--- src/design/tote_pkg.sv ---
// Package for the TCP option timestamp extractor.
// Holds the walk phases, status codes, option constants and the beat structs.
// No dependencies.
package tote_pkg;

  localparam int unsigned MaxAreaBytesDefault = 40;

  localparam logic [7:0] OptEol       = 8'd0;
  localparam logic [7:0] OptNop       = 8'd1;
  localparam logic [7:0] OptTimestamp = 8'd8;
  localparam logic [7:0] TsOptLen     = 8'd10;
  localparam logic [7:0] MinOptLen    = 8'd2;

  typedef enum logic [2:0] {
    PH_IDLE = 3'd0,
    PH_KIND = 3'd1,
    PH_LEN  = 3'd2,
    PH_SKIP = 3'd3,
    PH_TS   = 3'd4
  } phase_e;

  typedef enum logic [2:0] {
    ST_FOUND     = 3'd0,
    ST_END_LIST  = 3'd1,
    ST_LEN_SHORT = 3'd2,
    ST_OVERRUN   = 3'd3,
    ST_EXHAUSTED = 3'd4
  } status_e;

  // One input beat
  typedef struct packed {
    logic [7:0] data_byte;
    logic       area_start;
    logic [5:0] area_length;
  } item_t;

  // One result from the walker
  typedef struct packed {
    logic        valid;
    status_e     status;
    logic [31:0] ts_value;
    logic [31:0] ts_echo;
  } res_t;

endpackage

--- src/design/tote_in_reg.sv ---
// Input register of the TCP option timestamp extractor.
// Captures one beat and holds it until the walker takes it. Uses tote_pkg.
module tote_in_reg (
  input  logic           clk_i,
  input  logic           rst_ni,
  input  logic           in_valid_i,
  output logic           in_stall_o,
  input  tote_pkg::item_t item_i,
  input  logic           advance_i,
  output logic           valid_o,
  output tote_pkg::item_t item_o
);
  import tote_pkg::*;

  logic  valid_q, valid_d;
  item_t item_q;
  logic  load;

  // Stall only while a held beat cannot move on
  assign in_stall_o = valid_q && !advance_i;
  assign load       = in_valid_i && !in_stall_o;

  always_comb begin
    if (load) begin
      valid_d = 1'b1;
    end else if (advance_i) begin
      valid_d = 1'b0;
    end else begin
      valid_d = valid_q;
    end
  end

  always_ff @(posedge clk_i or negedge rst_ni) begin
    if (!rst_ni) begin
      valid_q <= 1'b0;
    end else begin
      valid_q <= valid_d;
    end
  end

  // Capture payload on accept
  always_ff @(posedge clk_i) begin
    if (load) begin
      item_q <= item_i;
    end
  end

  assign valid_o = valid_q;
  assign item_o  = item_q;

endmodule

--- src/design/tote_walker.sv ---
// Option walker of the TCP option timestamp extractor.
// Holds the walk state and steps it by one byte per advance. Uses tote_pkg.
module tote_walker #(
  parameter int unsigned MAX_AREA_BYTES = tote_pkg::MaxAreaBytesDefault
) (
  input  logic            clk_i,
  input  logic            rst_ni,
  input  logic            advance_i,
  input  tote_pkg::item_t item_i,
  output tote_pkg::res_t  res_o
);
  import tote_pkg::*;

  localparam logic [5:0] MaxArea = 6'(MAX_AREA_BYTES);

  phase_e      phase_q, phase_d;
  logic [5:0]  remaining_q, remaining_d;
  logic [5:0]  skip_q, skip_d;
  logic [7:0]  kind_q, kind_d;
  logic [2:0]  index_q, index_d;
  logic [31:0] value_q, value_d;
  logic [31:0] echo_q, echo_d;

  // Step the walk by one byte
  always_comb begin
    logic       done;
    status_e    code;
    logic [7:0] b;
    logic [5:0] alen;
    logic [8:0] room;

    done        = 1'b0;
    code        = ST_EXHAUSTED;
    b           = item_i.data_byte;
    alen        = item_i.area_length;
    room        = 9'd0;
    phase_d     = phase_q;
    remaining_d = remaining_q;
    skip_d      = skip_q;
    kind_d      = kind_q;
    index_d     = index_q;
    value_d     = value_q;
    echo_d      = echo_q;

    // Open a new area, abandoning any current one
    if (item_i.area_start) begin
      if (alen > MaxArea) begin
        alen = MaxArea;
      end
      remaining_d = alen;
      skip_d      = '0;
      kind_d      = '0;
      index_d     = '0;
      value_d     = '0;
      echo_d      = '0;
      phase_d     = PH_KIND;
      if (alen == 6'd0) begin
        done = 1'b1;
        code = ST_EXHAUSTED;
      end
    end

    if (!done) begin
      unique case (phase_d)
        PH_KIND: begin
          if (b == OptEol) begin
            done = 1'b1;
            code = ST_END_LIST;
          end else begin
            remaining_d = remaining_d - 6'd1;
            if (b == OptNop) begin
              if (remaining_d == 6'd0) begin
                done = 1'b1;
                code = ST_EXHAUSTED;
              end
            end else begin
              kind_d = b;
              if (remaining_d == 6'd0) begin
                done = 1'b1;
                code = ST_OVERRUN;
              end else begin
                phase_d = PH_LEN;
              end
            end
          end
        end
        PH_LEN: begin
          room = {3'b000, remaining_d} + 9'd1;
          if (b < MinOptLen) begin
            done = 1'b1;
            code = ST_LEN_SHORT;
          end else if ({1'b0, b} > room) begin
            done = 1'b1;
            code = ST_OVERRUN;
          end else begin
            remaining_d = remaining_d - 6'd1;
            if (kind_d == OptTimestamp && b == TsOptLen) begin
              index_d = '0;
              value_d = '0;
              echo_d  = '0;
              phase_d = PH_TS;
            end else begin
              skip_d = b[5:0] - MinOptLen[5:0];
              if (skip_d == 6'd0) begin
                if (remaining_d == 6'd0) begin
                  done = 1'b1;
                  code = ST_EXHAUSTED;
                end else begin
                  phase_d = PH_KIND;
                end
              end else begin
                phase_d = PH_SKIP;
              end
            end
          end
        end
        PH_SKIP: begin
          remaining_d = remaining_d - 6'd1;
          skip_d      = skip_d - 6'd1;
          if (skip_d == 6'd0) begin
            if (remaining_d == 6'd0) begin
              done = 1'b1;
              code = ST_EXHAUSTED;
            end else begin
              phase_d = PH_KIND;
            end
          end
        end
        PH_TS: begin
          remaining_d = remaining_d - 6'd1;
          if (!index_d[2]) begin
            value_d = {value_d[23:0], b};
          end else begin
            echo_d = {echo_d[23:0], b};
          end
          index_d = index_d + 3'd1;
          if (index_d == 3'd0) begin
            done = 1'b1;
            code = ST_FOUND;
          end
        end
        default: begin
          // idle: drop bytes outside an area
        end
      endcase
    end

    if (done) begin
      phase_d = PH_IDLE;
    end

    res_o.valid    = done;
    res_o.status   = code;
    res_o.ts_value = (done && code == ST_FOUND) ? value_d : 32'd0;
    res_o.ts_echo  = (done && code == ST_FOUND) ? echo_d : 32'd0;
  end

  // Advance the walk state
  always_ff @(posedge clk_i or negedge rst_ni) begin
    if (!rst_ni) begin
      phase_q     <= PH_IDLE;
      remaining_q <= '0;
      skip_q      <= '0;
      kind_q      <= '0;
      index_q     <= '0;
      value_q     <= '0;
      echo_q      <= '0;
    end else if (advance_i) begin
      phase_q     <= phase_d;
      remaining_q <= remaining_d;
      skip_q      <= skip_d;
      kind_q      <= kind_d;
      index_q     <= index_d;
      value_q     <= value_d;
      echo_q      <= echo_d;
    end
  end

endmodule

--- src/design/tote_out_reg.sv ---
// Result register of the TCP option timestamp extractor.
// Holds one result beat until the consumer takes it. Uses tote_pkg.
module tote_out_reg (
  input  logic           clk_i,
  input  logic           rst_ni,
  input  logic           load_i,
  input  tote_pkg::res_t res_i,
  input  logic           out_stall_i,
  output logic           out_valid_o,
  output tote_pkg::res_t res_o
);
  import tote_pkg::*;

  logic valid_q, valid_d;
  res_t res_q;

  // Keep a result until it is taken, then free or reload
  assign valid_d = load_i ? 1'b1 : (valid_q && out_stall_i);

  always_ff @(posedge clk_i or negedge rst_ni) begin
    if (!rst_ni) begin
      valid_q <= 1'b0;
    end else begin
      valid_q <= valid_d;
    end
  end

  always_ff @(posedge clk_i) begin
    if (load_i) begin
      res_q <= res_i;
    end
  end

  assign out_valid_o = valid_q;
  assign res_o       = res_q;

endmodule

--- src/design/tcp_option_timestamp_extractor.sv ---
// TCP option timestamp extractor, top level.
// Built from tote_in_reg, tote_walker and tote_out_reg; uses tote_pkg.
//
// Takes one byte of a TCP option area per beat and sustains one beat per
// cycle while no held result is stalled at the output. Each byte passes an
// input register, the walker's step that updates the walk state and, when it
// ends the area's walk, a result register. Each area gives one result: the
// timestamp value and echo of the first kind 8 length 10 option, or a stop
// status (end of list, short length, overrun, area exhausted). An area length
// above MAX_AREA_BYTES is clamped. Input is stalled only while a held result
// is stalled at the output.
module tcp_option_timestamp_extractor #(
  parameter int unsigned MAX_AREA_BYTES = tote_pkg::MaxAreaBytesDefault
) (
  input  logic        clk_i,
  input  logic        rst_ni,
  input  logic        in_valid_i,
  output logic        in_stall_o,
  input  logic [7:0]  data_byte_i,
  input  logic        area_start_i,
  input  logic [5:0]  area_length_i,
  output logic        out_valid_o,
  input  logic        out_stall_i,
  output logic [2:0]  status_o,
  output logic [31:0] ts_value_o,
  output logic [31:0] ts_echo_o
);
  import tote_pkg::*;

  item_t item_in, item_held;
  logic  held_valid;
  logic  advance;
  res_t  step_res, out_res;
  logic  out_valid;

  assign item_in.data_byte   = data_byte_i;
  assign item_in.area_start  = area_start_i;
  assign item_in.area_length = area_length_i;

  // Move the held byte on when the result register can take a result
  assign advance = held_valid && (!out_valid || !out_stall_i);

  tote_in_reg u_in_reg (
    .clk_i      (clk_i),
    .rst_ni     (rst_ni),
    .in_valid_i (in_valid_i),
    .in_stall_o (in_stall_o),
    .item_i     (item_in),
    .advance_i  (advance),
    .valid_o    (held_valid),
    .item_o     (item_held)
  );

  tote_walker #(
    .MAX_AREA_BYTES (MAX_AREA_BYTES)
  ) u_walker (
    .clk_i     (clk_i),
    .rst_ni    (rst_ni),
    .advance_i (advance),
    .item_i    (item_held),
    .res_o     (step_res)
  );

  tote_out_reg u_out_reg (
    .clk_i       (clk_i),
    .rst_ni      (rst_ni),
    .load_i      (advance && step_res.valid),
    .res_i       (step_res),
    .out_stall_i (out_stall_i),
    .out_valid_o (out_valid),
    .res_o       (out_res)
  );

  assign out_valid_o = out_valid;
  assign status_o    = out_res.status;
  assign ts_value_o  = out_res.ts_value;
  assign ts_echo_o   = out_res.ts_echo;

endmodule

--- config.mk ---
export PLATFORM = sky130hd
export DESIGN_NAME = tcp_option_timestamp_extractor
export DESIGN_NICKNAME = d
export VERILOG_FILES = /design/src/design/tote_pkg.sv /design/src/design/tote_in_reg.sv /design/src/design/tote_walker.sv /design/src/design/tote_out_reg.sv /design/src/design/tcp_option_timestamp_extractor.sv
export SDC_FILE = /design/constraint.sdc
export NUM_CORES = 1
export LEC_CHECK = 0
export ABC_AREA = 1
export BUFFER_PORTS_ARGS = -buffer_cell sky130_fd_sc_hd__buf_2
export CAP_MARGIN = 20
export CORE_MARGIN = 8
export CORE_UTILIZATION = 45
export DETAILED_ROUTE_END_ITERATION = 16
export GPL_ROUTABILITY_DRIVEN = 0
export GPL_TIMING_DRIVEN = 0
export SLEW_MARGIN = 40
export SYNTH_ARGS = -nofsm -noshare
export SYNTH_HDL_FRONTEND = slang
export SYNTH_SLANG_ARGS = --single-unit
--- constraint.sdc ---
create_clock -name clk_i -period 11.8 [get_ports clk_i]
set_input_delay 2.36 -clock clk_i [delete_from_list [all_inputs] [get_ports clk_i]]
set_output_delay 2.36 -clock clk_i [all_outputs]
set_load 0.01 [all_outputs]
Word-level counts from Yosys, hierarchy flattened
Cells that the tools add are included.
{"block": "word_totals", "reg_bits": 174, "in_bits": 19, "word_cells": 126, "out_inout_bits": 69}
{"block": "classes", "addsub": 5, "magnitude_cmp": 3, "n_mux": 75, "n_eq_ne": 7, "n_reduce_logical": 21}
{"op": "$mux 32", "count": 12}
{"op": "$pmux 32 s2", "count": 2}
{"op": "$mux 3", "count": 24}
{"op": "$mux 6", "count": 12}
{"op": "$mux 8", "count": 5}
{"op": "$logic_not 6->1", "count": 4}
{"op": "$pmux 3 s3", "count": 2}
{"op": "$pmux 6 s3", "count": 1}
{"op": "$eq 8x4->1 const B", "count": 2}
{"op": "$mux 1", "count": 14}
{"op": "$pmux 6 s2", "count": 1}
{"op": "$sub 6x1->6 const B", "count": 2}
{"op": "$gt 8x9->1", "count": 1}
{"op": "$eq 8x1->1 const B", "count": 1}
{"op": "$logic_not 8->1", "count": 1}
{"op": "$lt 8x2->1 const B", "count": 1}
{"op": "$add 6x1->7 const B", "count": 1}
{"op": "$logic_and 1x1->1", "count": 7}
{"op": "$eq 3x2->1 const B", "count": 2}
{"op": "$gt 6x6->1 const B", "count": 1}
{"op": "$logic_not 3->1", "count": 2}
{"op": "$pmux 3 s2", "count": 1}
{"op": "$sub 6x2->6 const B", "count": 1}
{"op": "$logic_not 1->1", "count": 4}
{"op": "other kinds (7)", "count": 7}

Logic depth before layout (Yosys ltp)
{"block": "logic_depth", "depth_word": 15, "depth_mapped": 23, "ltp_nobuf": 23}

Hierarchy
A second synthesis with hierarchy kept.
{"block": "hier_totals", "hier_cells": 1189, "hier_area_um2": 9565.4}
{"mod": "tote_walker", "cells_per_inst": 1090, "n_inst": 1, "seq_area_each_um2": 2252.2, "area_each_um2": 6955.4}
{"mod": "tote_out_reg", "cells_per_inst": 72, "n_inst": 1, "seq_area_each_um2": 2067.0, "area_each_um2": 2078.2}
{"mod": "tote_in_reg", "cells_per_inst": 22, "n_inst": 1, "seq_area_each_um2": 475.5, "area_each_um2": 508.0}
{"mod": "tcp_option_timestamp_extractor", "cells_per_inst": 5, "n_inst": 1, "seq_area_each_um2": 0.0, "area_each_um2": 23.8}

Worst setup path before layout
OpenSTA, ideal clock, no wires.
{"block": "synth_timing", "path_kind": "input to output", "startpoint": "input port out_stall_i", "endpoint": "output port in_stall_o", "path_stages": 2, "required_time_ps": 9440, "n_path_buf": 0, "slack_ps": 6825, "arrival_ps": 2615, "cell_sequence": "nand2_1 > nor2_1"}
{"block": "synth_between", "elab_chain_len": 5}
{"item": "from (decl)", "line": "tcp_option_timestamp_extractor.sv:23", "source": "input logic out_stall_i,"}
{"item": "$logic_not 1->1", "line": "tcp_option_timestamp_extractor.sv:41", "source": "assign advance = held_valid && (!out_valid || !out_stall_i);"}
{"item": "$logic_or 1x1->1", "line": "tcp_option_timestamp_extractor.sv:41"}
{"item": "$logic_and 1x1->1", "line": "tcp_option_timestamp_extractor.sv:41"}
{"item": "$logic_not 1->1", "line": "tote_in_reg.sv:20", "source": "assign in_stall_o = valid_q && !advance_i;"}
{"item": "$logic_and 1x1->1", "line": "tote_in_reg.sv:20"}
{"item": "to (decl)", "line": "tcp_option_timestamp_extractor.sv:18", "source": "output logic in_stall_o,"}
No other way between the ends.

Final worst setup path
Same ends and word-level chain as after synthesis.

==> results.tsv <==
stage	metric	value	unit
sta	Final Setup Violations	0	
final_layout	commonest non-fill, non-tap cell in the layout	nand2_1	
cts	CTS tree	done	
sta	Final Hold Viols	0	
final_layout	ant diodes	0	
grt	grt peak-use layer	met2	
cts	clock latency on the worst-skew pair	430	ps
logic_synthesis	sequential area share after synthesis	0.492	
sta	Final Max Slew Viols	0	
min_path	Worst Hold Path Cells	2	
sta	Final period util	0.434	
final_layout	most frequent cells in the layout	nand2_1 (405), inv_1 (127), buf_2 (100)	
sta	Worst Max-Slew Pin Slew	740	ps
logic_synthesis	Syn Nets	1234	
logic_synthesis	Synth cell types	41	
min_path	Hold Path End	u_walker.remaining_q[2]$_DFFE_PN0P_	
routing	via count	8273	
power_and_ir_drop	P_leak	5.46	nW
grt	grt met3 use	0.0397	
grt	met2 usage	0.315	
cts	Clock Sinks	174	
min_path	min-delay src	u_walker.remaining_q[2]$_DFFE_PN0P_	
setup_path	WS Path Type	primary input to output pin	
logic_synthesis	Mapped Avg Cell Area	8.05	um2
grt	antenna violations before repair	0	
setup_path	r2r worst-path depth	21	
logic_synthesis	top cells by area, synth	edfxtp_1 (25%), dfrtp_1 (24%), nand2_1 (16%)	
grt	global routing usage on met1	0.262	
final_layout	# fillers	2045	
final_layout	Nets	1342	
cts	CTS max path bufs	2	
floorplanning	IO Pins	88	
routing	via/cell ratio	5.18	
floorplanning	Initial Util	0.459	
final_layout	register area	4760	um2
setup_path	critical path's slowest cell	buf_2	
logic_synthesis	synthesized flop and latch total	174	
setup_path	critical path launch point type	primary input	
grt	vias in the first global route	8094	
setup_path	critical path, cell by cell	buf_2 -> nand2_1 -> nor2_1 -> buf_2	
logic_synthesis	synth warn	0	
final_layout	layout cells sized above 1	0.181	
sta	Clock Skews	12.7	ps
setup_path	CP endpoint kind	output pin	
routing	Pre-antenna DRT Iters	6	
logic_synthesis	area share of the leading cell type in the synthesized netlist	0.254	
cts	number of CTS-inserted buffers	17	
routing	Post-route DRC	0	
setup_path	Crit path required time	9440	ps
cts	post-cts resize count	0	
run_status	outcome	complete, no violations	
power_and_ir_drop	Flop pwr share	0.420	
grt	pin count of the biggest net entering global routing	69	
setup_path	CP arrival	2770	ps
grt	GRT Util Overall	0.197	
setup_path	CP dominant cell by count	buf_2	
setup_path	Crit Reg-Reg Startpoint	u_in_reg.item_o[6]$_DFFE_PP_	
sta	Final min period	5130	ps
setup_path	CP max FO	3	
routing	Post-Route WL	25300	um
setup_path	flop2flop setup slack	7820	ps
floorplanning	row cnt	53	
logic_synthesis	Post-synth top flop	dfrtp_1	
sta	unrepaired setup endpoints after global routing	false	
floorplanning	Die H	163	um
placement	port bufs	87	
setup_path	R2R Path End	u_out_reg.res_o[31]$_SDFFCE_PN0P_	
grt	grt ovf	0	
logic_synthesis	number of flops mapped to enable cells by yosys	82	
power_and_ir_drop	Pwr Density	159	nW/um2
logic_synthesis	post-synthesis cell count	1202	
logic_synthesis	async set-or-reset flop fraction in the synthesized netlist	0.529	
sta	Max Freq	0.195	GHz
power_and_ir_drop	maximum vdd drop	0.000108	V
floorplanning	Core ar.	21100	um2
sta	setup TNS	0	ps
power_and_ir_drop	Net Sw Power	601	uW
grt	first-pass GRT wire length	41900	um
routing	wire per inst	15.8	um
logic_synthesis	area leader, netlist	edfxtp_1	
setup_path	Crit path largest cell delay	150	ps
cts	htree depth	4	
power_and_ir_drop	Logic pwr share	0.256	
cts	Worst-path clk slew	60	ps
flow_run	max-cap violation count	0	
power_and_ir_drop	power share of the clock group	0.323	
cts	root buf cell	clkbuf_16	
logic_synthesis	Mapped Area	9680	um2
power_and_ir_drop	Internal	1.17	mW
final_layout	Area Overhead vs Synth	14.8	%
floorplanning	full die area	26500	um2
final_layout	Post-Layout Cell Count	1598	
final_layout	area occupied by multi-input gates	4060	um2
sta	Rel. slew slack	0.507	
power_and_ir_drop	Sw Ratio	0.340	
routing	antenna viol nets, final	0	
placement	DP HPWL	18100	um
floorplanning	Die W	163	um
final_layout	fin util	0.527	
min_path	HP Class	flip-flop to flip-flop	
cts	Post-CTS Setup Inserts	0	
routing	Iter 0 DRT Violations	671	
cts	CTS Hold Buffers Added	0	
placement	placed cells	1566	
-- Yosys cell counts (2+ instances only) --
cell type and instances:
a21oi_1 88, a31oi_1 16, buf_1 3, buf_2 14
buf_6 10, clkbuf_1 34, clkinv_1 3, dfrtp_1 92
edfxtp_1 82, ha_1 13, inv_1 128, inv_2 9
nand2_1 405, nand2_2 9, nand2_4 3, nand3_1 31
nand3_2 6, nand4_1 2, nor2_1 51, nor2_2 7
nor2_4 2, nor3_1 2, o211ai_1 6, o21ai_0 99
o21ai_1 11, o21ai_2 51, xnor2_1 3, xor2_1 9
-- power groups by stage --
stage	logic, mW	clock network [mW]	registers (mW)
2_1_floorplan	0.311	0	0.760
3_3_place_gp	0.445	0	0.756
3_5_place_dp	0.454	0	0.755
4_1_cts	0.456	0.581	0.744
5_1_grt	0.513	0.608	0.751
6_report	0.454	0.572	0.744
-- final cells by class --
cell class                 instances  area share
clock inverter                    12      0.0122
buffer                            62      0.0296
inverter                         141      0.0481
sequential                       174       0.429
timing repair buffer              89      0.0444
tap                              275      0.0310
multi-input combinational        825       0.365
clock buffer                      20      0.0411
-- cells by family after synthesis --
family | synth area share
flops | 0.492
buf+inv | 0.0889
compound gates | 0.169
simple gates | 0.222
fa+ha+maj | 0.0168
xor+xnor | 0.0109
-- metrics by stage --
step	setup WS, ps	power, mW	hold WS [ps]	area [um2]
6_report	6670	1.77	482	11100
5_1_grt	6630	1.87	493	11100
4_1_cts	6660	1.78	483	11100
3_5_place_dp	6670	1.21	467	10500
3_3_place_gp	5310	1.20	462	10500
2_1_floorplan	6820	1.07	449	9680
-- critical path: cells and delay by family --
family	cells	cell delay [ps]
buffers and inverters	2	220
and+or+nand+nor	2	190
-- layer usage --
layer | vias to the layer above | share of wire
met4 | 0 | 0.022
met2 | 217 | 0.46
li1 | 4129 | -
met1 | 3885 | 0.46
met5 | - | 0
met3 | 42 | 0.051
-- registers in the layout, indices dropped and copies added, names as in the netlist --
signal	cells
u_walker.skip_q	6
u_walker.kind_q	8
u_walker.index_q	3
u_out_reg.res_o	67
u_walker.remaining_q	6
u_out_reg.out_valid_o	1
u_in_reg.valid_o	1
u_walker.echo_q	32
u_in_reg.item_o	15
u_walker.value_q	32
u_walker.phase_q	3
-- how the worst max path moves through the flow --
stage                      from                                end  slack [ps]  cells after the start
floorplan           out_stall_i                         in_stall_o        6820                      2
global placement    out_stall_i  u_out_reg.res_o[30]$_SDFFCE_PN0P_        5310                      7
detailed placement  out_stall_i                         in_stall_o        6670                      4
CTS                 out_stall_i                         in_stall_o        6660                      4
global route        out_stall_i                         in_stall_o        6630                      4
finish              out_stall_i                         in_stall_o        6670                      4
Power figures use the tool's default switching activity.
